**config.mk**
```make
export PLATFORM = sky130hd
export DESIGN_NAME = gcrl_ctrl
export DESIGN_NICKNAME = d
export VERILOG_FILES = /design/src/rtl/gcrl_pkg.sv /design/src/rtl/gcrl_ctrl.sv
export SDC_FILE = /design/constraint.sdc
export NUM_CORES = 1
export LEC_CHECK = 0
export BUFFER_PORTS_ARGS = -buffer_cell sky130_fd_sc_hd__buf_2
export CORE_AREA = 2 2 39 41
export CTS_CLUSTER_DIAMETER = 150
export DETAILED_ROUTE_END_ITERATION = 10
export DIE_AREA = 0 0 41 43
export PLACE_DENSITY = 0.7
export RECOVER_POWER = 50
export SLEW_MARGIN = 10
export SYNTH_ARGS = -nofsm -noshare
export SYNTH_HDL_FRONTEND = slang
export SYNTH_SLANG_ARGS = --single-unit
```
**constraint.sdc**
```tcl
create_clock -name clk_i -period 1.35 [get_ports clk_i]
set_input_delay 0.27 -clock clk_i [delete_from_list [all_inputs] [get_ports clk_i]]
set_output_delay 0.27 -clock clk_i [all_outputs]
set_load 0.1 [all_outputs]
```
**src/rtl/gcrl_pkg.sv**
```systemverilog
`timescale 1ns / 1ps

package gcrl_pkg;

  localparam int unsigned PosW   = 16;
  localparam int unsigned ColorW = 64;
  localparam int unsigned ChanW  = 16;
  localparam int unsigned NumCh  = 4;
  localparam int unsigned CountW = 5;
  localparam int unsigned QuoW   = 17;
  localparam int unsigned ProdW  = ChanW + QuoW;

  // power-up contents of the stop table
  localparam logic [PosW-1:0]   PosEntry1   = 16'hFFFF;
  localparam logic [ColorW-1:0] ColorEntry0 = 64'hFFFF_0000_0000_0000;
  localparam logic [ColorW-1:0] ColorEntry1 = 64'hFFFF_FFFF_FFFF_FFFF;
  localparam logic [CountW-1:0] CountReset  = 5'd2;

  typedef enum logic {
    OP_WRITE  = 1'b0,
    OP_LOOKUP = 1'b1
  } op_e;

  typedef enum logic [2:0] {
    RD_NONE,
    RD_FIRST,
    RD_LAST,
    RD_SEG,
    RD_NEXT
  } rd_sel_e;

  typedef enum logic [2:0] {
    RES_NONE,
    RES_RD,
    RES_LO,
    RES_ZERO,
    RES_MIX
  } res_sel_e;

  typedef struct packed {
    logic     wr_stop;
    logic     p_load;
    rd_sel_e  rd_sel;
    logic     lo_load;
    logic     div_start;
    logic     div_step;
    logic     mul_load;
    res_sel_e res_sel;
    logic     out_load;
  } cmd_t;

  typedef struct packed {
    logic lt_first;
    logic gt_last;
    logic in_seg;
    logic zero_w;
    logic last_seg;
    logic div_last;
  } status_t;

endpackage

```
**src/rtl/gcrl_ctrl.sv**
```systemverilog
`timescale 1ns / 1ps

module gcrl_ctrl (
  input  logic              clk_i,
  input  logic              rst_ni,
  input  logic              in_valid_i,
  output logic              in_ready_o,
  input  logic              op_i,
  output logic              out_valid_o,
  input  logic              out_ready_i,
  output gcrl_pkg::cmd_t    cmd_o,
  input  gcrl_pkg::status_t status_i
);

  typedef enum logic [2:0] {
    ST_IDLE,
    ST_CHK_FIRST,
    ST_CHK_LAST,
    ST_SCAN,
    ST_DIV,
    ST_MUL,
    ST_ADD,
    ST_DONE
  } state_e;

  state_e state_q, state_d;
  logic   out_valid_q, out_valid_d;
  logic   in_acc;

  assign in_ready_o  = (state_q == ST_IDLE);
  assign in_acc      = in_valid_i && in_ready_o;
  assign out_valid_o = out_valid_q;

  // sequencing of the lookup steps
  always_comb begin
    state_d     = state_q;
    out_valid_d = out_valid_q;
    cmd_o       = '0;
    cmd_o.rd_sel  = gcrl_pkg::RD_NONE;
    cmd_o.res_sel = gcrl_pkg::RES_NONE;
    if (out_valid_q && out_ready_i) begin
      out_valid_d = 1'b0;
    end
    case (state_q)
      ST_IDLE: begin
        if (in_acc) begin
          if (op_i == gcrl_pkg::OP_WRITE) begin
            cmd_o.wr_stop = 1'b1;
          end else begin
            cmd_o.p_load = 1'b1;
            cmd_o.rd_sel = gcrl_pkg::RD_FIRST;
            state_d      = ST_CHK_FIRST;
          end
        end
      end
      ST_CHK_FIRST: begin
        cmd_o.lo_load = 1'b1;
        if (status_i.lt_first) begin
          cmd_o.res_sel = gcrl_pkg::RES_RD;
          state_d       = ST_DONE;
        end else begin
          cmd_o.rd_sel = gcrl_pkg::RD_LAST;
          state_d      = ST_CHK_LAST;
        end
      end
      ST_CHK_LAST: begin
        if (status_i.gt_last) begin
          cmd_o.res_sel = gcrl_pkg::RES_RD;
          state_d       = ST_DONE;
        end else begin
          cmd_o.rd_sel = gcrl_pkg::RD_SEG;
          state_d      = ST_SCAN;
        end
      end
      ST_SCAN: begin
        if (status_i.in_seg) begin
          if (status_i.zero_w) begin
            cmd_o.res_sel = gcrl_pkg::RES_LO;
            state_d       = ST_DONE;
          end else begin
            cmd_o.div_start = 1'b1;
            state_d         = ST_DIV;
          end
        end else if (status_i.last_seg) begin
          cmd_o.res_sel = gcrl_pkg::RES_ZERO;
          state_d       = ST_DONE;
        end else begin
          cmd_o.lo_load = 1'b1;
          cmd_o.rd_sel  = gcrl_pkg::RD_NEXT;
        end
      end
      ST_DIV: begin
        cmd_o.div_step = 1'b1;
        if (status_i.div_last) begin
          state_d = ST_MUL;
        end
      end
      ST_MUL: begin
        cmd_o.mul_load = 1'b1;
        state_d        = ST_ADD;
      end
      ST_ADD: begin
        cmd_o.res_sel = gcrl_pkg::RES_MIX;
        state_d       = ST_DONE;
      end
      ST_DONE: begin
        if (!out_valid_q || out_ready_i) begin
          cmd_o.out_load = 1'b1;
          out_valid_d    = 1'b1;
          state_d        = ST_IDLE;
        end
      end
      default: begin
        state_d = ST_IDLE;
      end
    endcase
  end

  // state and output valid
  always_ff @(posedge clk_i or negedge rst_ni) begin
    if (!rst_ni) begin
      state_q     <= ST_IDLE;
      out_valid_q <= 1'b0;
    end else begin
      state_q     <= state_d;
      out_valid_q <= out_valid_d;
    end
  end

  // a write transaction never starts a lookup
  a_write_stays_idle: assert property (@(posedge clk_i) disable iff (!rst_ni)
    in_acc && (op_i == gcrl_pkg::OP_WRITE) |=> (state_q == ST_IDLE))
    else $error("write transaction left idle");

  // a new result only appears out of the done step
  a_result_from_done: assert property (@(posedge clk_i) disable iff (!rst_ni)
    $rose(out_valid_q) |-> $past(state_q == ST_DONE))
    else $error("result raised outside done step");

  // the divider runs its full count before the multiply
  a_div_to_mul: assert property (@(posedge clk_i) disable iff (!rst_ni)
    (state_q == ST_MUL) |-> $past(state_q == ST_DIV) && $past(status_i.div_last))
    else $error("multiply entered before division finished");

  // pending result is not overwritten
  a_no_overwrite: assert property (@(posedge clk_i) disable iff (!rst_ni)
    out_valid_q && !out_ready_i && (state_q == ST_DONE) |=> (state_q == ST_DONE))
    else $error("done step left while result still pending");

endmodule

```
==> metrics.md, run 1 <==
| Metric | Value |
|---|---|
| Multi-input gate area | `472 um2` |
| R2R depth | `5` |
| Busiest metal layer after global routing | `met2` |
| Non-filler cells, final | `128` |
| Reg area | `108 um2` |
| Core area | `0.00138 mm2` |
| Setup violators final | `16` |
| PnR worst setup slack | `-0.391 ns` |
| Post-DR vias/cell | `5.57` |
| Ant. Diodes | `0` |
| Residual DRC | `0` |
| CP Class | `flip-flop to primary output` |
| Initial Util | `0.284` |
| Crit path max fanout | `7` |
| Clock Sinks | `4` |
| Die Y | `43 um` |
| Largest net degree at the start of global routing | `9` |
| Final worst-path cycle share | `1.29` |
| H-tree Lvls | `1` |
| Wirelength per Cell | `23.2 um` |
| RR Startpoint | `state_q[2]$_DFFE_PN0P_` |
| Status | `complete, but fails checks` |
| Clock skew | `0.00752 ns` |
| Syn Inst Count | `52` |
| Fmax | `574 MHz` |
| Initial antenna violation count | `0` |
| Slew Viols, Final | `0` |
| Hold Path Origin | `out_ready_i` |
| Max Cap Viol | `0` |
| Drt pass-1 iters | `4` |
| RD Place Congestion | `0.826` |
| FF-to-FF End | `state_q[0]$_DFFE_PN0P_` |
| DPL Wire Length | `1180 um` |
| Min cycle time layout | `1.74 ns` |
| Vias | `713` |
| Worst-path clk slew | `0.05 ns` |
| DP Cell Count | `108` |
| Worst slew pin tran | `0.351 ns` |
| Final wirelength | `2970 um` |
| Post-Syn Area per Cell | `7.56 um2` |
| Hold Path Cell Cnt | `3` |
| Min Hold Slack | `0.402 ns` |
| FF-to-FF setup slack | `-0.05 ns` |
| Tot GR Track Use | `0.251` |
| Root Buffer | `clkbuf_4` |
| GRT overflow | `0` |
| Sequential fraction of the synthesis area | `0.255` |
| Ratio of cells with drive above 1 in the final layout | `0.813` |
| CP startpoint kind | `flip-flop` |
| Arrival @ worst endpoint | `1.47 ns` |
| Die area | `0.00176 mm2` |
| Hold endpoint | `out_valid_o$_DFF_PN0_` |
| First-pass GRT wire length | `2950 um` |
| Clock buffer depth | `2` |
| FILL cells | `38` |
| Vias in the first global route | `658` |
| Failing checks | `setup timing` |
| Syn-to-layout area delta | `232%` |
| Die X | `41 um` |
| Cell variety after synth | `25` |
| Site row count | `14` |
| CP required | `1.08 ns` |
| Routed Antenna Nets | `0` |
| Skew-Pair Late Insertion Delay | `0.24 ns` |
| Syn_nets | `63` |
| PortBufs | `25` |
| Leading cell types in the layout, fill and taps excluded | `buf_4 (20), buf_12 (15), buf_6 (13), buf_2 (9)` |
| CTS tree | `done` |
| Met1 usage | `0.289` |
| Met3 Use GR | `0.0576` |
| Synthesized area | `393 um2` |
| CP endpoint kind | `primary output` |
| Nets | `124` |
| RSZ-0062 raised after global routing | `true` |
| TritonCTS Buffers | `3` |
| 1st-iter DRT viols | `26` |
| Io pins | `26` |
| Worst slew margin | `0.764` |
| Worst min path class | `primary input to flip-flop` |
| Commonest non-fill, non-tap cell in the layout | `buf_4` |
| Seq cells post-synth | `4` |
| Yosys warning total | `0` |
| Final Hold Viols | `0` |
| Met2 Usage GRT | `0.406` |
## cell usage after synthesis, drive strengths merged
master	n	share of area
nand2b	2	0.032
nand2	4	0.038
buf	3	0.038
o41ai	1	0.022
nor3	4	0.051
nor4	1	0.032
nor3b	1	0.019
nand4	1	0.016
and2	1	0.016
a31oi	1	0.016
nand3	1	0.013
o21ai	3	0.038
a21oi	4	0.051
clkbuf	1	0.0095
mux2	1	0.029
nor2b	2	0.032
and3	1	0.016
o211a	1	0.025
nor2	5	0.048
a311o	1	0.025
mux2i	2	0.051
inv	2	0.019
nand3b	1	0.019
dfrtp	4	0.25
and3b	4	0.089
## state kept, by name (all words and copies together), names as in the netlist
| signal | flops |
|---|---|
| state_q | 3 |
| out_valid_o | 1 |
## how the worst max path moves through the flow
| stage | from | endpoint | cells past startpoint |
|---|---|---|---|
| after floorplan | state_q[2]$_DFFE_PN0P_ | cmd_o[12] | 3 |
| after global placement | state_q[1]$_DFFE_PN0P_ | cmd_o[10] | 4 |
| after detailed placement | state_q[1]$_DFFE_PN0P_ | cmd_o[10] | 4 |
| after CTS | state_q[1]$_DFFE_PN0P_ | cmd_o[8] | 3 |
| after global routing | state_q[1]$_DFFE_PN0P_ | cmd_o[12] | 4 |
| final | state_q[1]$_DFFE_PN0P_ | cmd_o[1] | 5 |
## kinds of logic (layout without fill, tap and decap cells)
| logic type | after synthesis | count (layout) | share of synthesized area |
|---|---|---|---|
| AND/OR/NAND/NOR | 28 | 28 | 0.420 |
| multiplexers | 3 | 3 | 0.0796 |
| buffers and inverters | 6 | 66 | 0.0669 |
| AO/OA/AOI/OAI | 11 | 11 | 0.178 |
| flip-flops | 4 | 4 | 0.255 |
## worst max-delay path, cell delays in order, from the launching register on
cell      delay [ns]
dfrtp_2         0.45
buf_4           0.16
buf_4           0.11
nand3b_1        0.15
a21oi_4         0.18
buf_12          0.19
## routing by layer
layer	share of wire	up-vias	wire, um
met5	0	-	0
met4	0.049	0	146
met3	0.054	14	160
met2	0.53	43	1570
met1	0.37	347	1100
li1	-	309	-
## per-stage QoR
stage,TNS [ns],utilization,worst slack [ns],cell area (um2)
after global placement,-0.487,0.741,-0.0851,1030
after global routing,-5.09,0.942,-0.420,1300
after detailed placement,-0.769,0.741,-0.130,1030
after floorplan,-5.22,-,-0.827,554
final,-4.57,0.942,-0.391,1300
after CTS,-3.59,0.835,-0.342,1160
## timing repair
item                                    4_1_cts  5_1_grt
resized for setup                            15       19
endpoints found under the hold margin         4        0
hold buffers                                  1        0
buffers inserted                              7        9
endpoints found under the setup margin       15       16
pin swaps                                     7        8
## cell type report
| cell class | instances | area share |
|---|---|---|
| clock buffers | 4 | 0.0202 |
| inverters | 2 | 0.00576 |
| well taps | 16 | 0.0154 |
| flip-flops and latches | 4 | 0.0825 |
| multi-input cells | 42 | 0.362 |
| repair buffers | 60 | 0.514 |
Power of run 1 is not shown: default switching activity piles up to over one toggle a cycle in this logic, so the estimate is an artifact.
==> run 2: changes to the inputs <==
--- a/config.mk
+++ b/config.mk
@@ -10,7 +10,7 @@
 export CTS_CLUSTER_DIAMETER = 150
 export DETAILED_ROUTE_END_ITERATION = 10
 export DIE_AREA = 0 0 41 43
-export PLACE_DENSITY = 0.7
+export PLACE_DENSITY = 0.72
 export RECOVER_POWER = 50
 export SLEW_MARGIN = 10
 export SYNTH_ARGS = -nofsm -noshare
==> constraint.sdc (replaced) <==
create_clock -name clk_i -period 1.47 [get_ports clk_i]
set_input_delay 0.294 -clock clk_i [delete_from_list [all_inputs] [get_ports clk_i]]
set_output_delay 0.294 -clock clk_i [all_outputs]
set_load 0.1 [all_outputs]
==> run 2 against run 1 <==
The run still ends with setup timing left; die area did not move; highest routed layer unchanged; setup slack better by 0.10 ns; largest cell class unchanged; sequential cell count unchanged.
==> metrics.md, run 2 (synthesis gave the netlist of run 1 again) <==
| Metric | Value |
|---|---|
| Status | `complete, but fails checks` |
| Failing checks | `setup timing` |
| Nets | `110 (-11%)` |
| Crit path max-delay cell type | `dfrtp_2` |
| FF-to-FF End | `state_q[0]$_DFFE_PN0P_` |
| Max Cap Viol | `0 (unchanged)` |
| Worst-path clk slew | `0.05 ns (about the same)` |
| Die Y | `43 um (unchanged)` |
| Wirelength per Cell | `16.8 um (-28%)` |
| R2R depth | `5 (unchanged)` |
| Die area | `0.00176 mm2 (unchanged)` |
| Arrival @ worst endpoint | `1.46 ns (about the same)` |
| Final Instance Area | `0.00114 mm2 (-13%)` |
| Worst slew pin tran | `0.490 ns (+0.138 ns)` |
| Initial antenna violation count | `0 (unchanged)` |
| Post-DR vias/cell | `5.40 (-3.0%)` |
| Root Buffer | `clkbuf_4` |
| FILL cells | `76 (+100%)` |
| PortBufs | `25 (unchanged)` |
| CP startpoint kind | `flip-flop` |
| Largest net degree at the start of global routing | `15 (+6)` |
| Ant. Diodes | `0 (unchanged)` |
| Commonest non-fill, non-tap cell in the layout | `buf_12` |
| Crit path max fanout | `7 (unchanged)` |
| Fmax | `569 MHz` |
| Top reg by flops | `state_q` |
| CP Class | `flip-flop to primary output` |
| Final worst-path cycle share | `1.20` |
| Setup crit start | `state_q[1]$_DFFE_PN0P_` |
| Site row count | `14 (unchanged)` |
| CP endpoint kind | `primary output` |
| Final wirelength | `1920 um (-36%)` |
| Core area | `0.00138 mm2 (unchanged)` |
| CP Capture Point | `cmd_o[9]` |
| 1st-iter DRT viols | `7 (-73%)` |
| Tot GR Track Use | `0.222 (-0.0283)` |
| Critical Path Max Stage Delay | `0.46 ns (about the same)` |
| Die X | `41 um (unchanged)` |
| WP depth | `5 (unchanged)` |
| Io pins | `26 (unchanged)` |
| Vias | `616 (-14%)` |
| Drt pass-1 iters | `4 (unchanged)` |
| CP required | `1.18 ns (+0.10 ns)` |
| CTS tree | `done` |
| Clock skew | `0.0102 ns (+0.00268 ns)` |
| Residual DRC | `0 (unchanged)` |
| Vias in the first global route | `569 (-14%)` |
| Worst slew margin | `0.676 (-0.0882)` |
| Skew-Pair Late Insertion Delay | `0.25 ns (about the same)` |
| Final Util | `0.821 (-0.121)` |
| Max reg flops | `3 (unchanged)` |
| Routed Antenna Nets | `0 (unchanged)` |
| Initial Util | `0.284 (unchanged)` |
| Clock Sinks | `4 (unchanged)` |
| Syn-to-layout area delta | `189%` |
| Slew Viols, Final | `0 (unchanged)` |
| Min cycle time layout | `1.76 ns` |
| RSZ-0062 raised after global routing | `true` |
| Setup violators final | `14 (-2)` |
| TritonCTS Buffers | `3 (unchanged)` |
| DPL Wire Length | `1050 um (-11%)` |
| Worst min path class | `primary input to flip-flop` |
| Ratio of cells with drive above 1 in the final layout | `0.765 (-0.0472)` |
| Final Hold Viols | `0 (unchanged)` |
| FF-to-FF setup slack | `0.03 ns (+0.08 ns)` |
| Cell Area, Placed | `966 um2 (-5.9%)` |
| RR Startpoint | `state_q[2]$_DFFE_PN0P_` |
| CP delay by family, top | `flip-flops` |
| Critical-path cell list | `buf_6 -> nor3b_2 -> a21oi_2 -> nor2_4 -> buf_12` |
| Worst Path Buf+Inv | `2 (-1)` |
| H-tree Lvls | `1 (unchanged)` |
| RD Place Congestion | `0.757 (-8.3%)` |
| PnR worst setup slack | `-0.287 ns (+0.104 ns)` |
| Clock buffer depth | `2 (unchanged)` |
| First-pass GRT wire length | `2590 um (-12%)` |
| Leading cell types in the layout, fill and taps excluded | `buf_12 (16), buf_2 (10), buf_4 (10), buf_6 (8), nor3_4 (4)` |
| GRT overflow | `0 (unchanged)` |
## run 2: per-stage QoR
stage	setup TNS [ns]	setup WS (ns)	std cells	hold WS (ns)
after floorplan	-3.88	-0.731	52	-0.00159
after global placement	-0.0757	-0.0498	99	0.0985
after detailed placement	-0.115	-0.0541	99	0.0996
after CTS	-2.59	-0.275	111	0.364
after global routing	-3.50	-0.340	114	0.352
final	-2.86	-0.287	114	0.363
## run 2: worst min-delay path, delay by kind of cell
family | cells | cell delay, ns
buffers and inverters | 1 | 0.10
AND/OR/NAND/NOR | 2 | 0.18
## run 2: routing by layer
metal	up-vias	wire length, um	global-route usage	share of wire
met4	0	8	0.0600	0.0042
met3	2	76	0.0471	0.040
met2	26	1080	0.381	0.56
met5	-	0	0	0
met1	307	752	0.262	0.39
li1	281	-	-	-
## run 2: cell type report
| class | instances | area, um2 | area share |
|---|---|---|---|
| Inverter | 2 | 7.51 | 0.00661 |
| Multi-Input combinational cell | 42 | 423 | 0.372 |
| Timing Repair Buffer | 46 | 549 | 0.483 |
| Tap cell | 16 | 20.0 | 0.0176 |
| Clock buffer | 4 | 26.3 | 0.0231 |
| Sequential cell | 4 | 110 | 0.0969 |
## run 2: timing repair
item                                    4_1_cts  5_1_grt
pin swaps                                     2        5
hold endpoints to repair                      4        0
buffers inserted                              7        3
hold buffers                                  1        0
resized for setup                             5       16
endpoints found under the setup margin       14       14
## run 2: how the worst min path moves through the flow
stage / start / to / slack, ns / depth (start not counted)
after global placement: rst_ni / out_valid_o$_DFF_PN0_ / 0.1 / 1
after global routing: out_ready_i / out_valid_o$_DFF_PN0_ / 0.35 / 3
after floorplan: rst_ni / state_q[0]$_DFFE_PN0P_ / -0.002 / 0
final: out_ready_i / out_valid_o$_DFF_PN0_ / 0.36 / 3
after CTS: out_ready_i / out_valid_o$_DFF_PN0_ / 0.36 / 3
after detailed placement: rst_ni / out_valid_o$_DFF_PN0_ / 0.1 / 1
Power of run 2 is left out for the same reason.
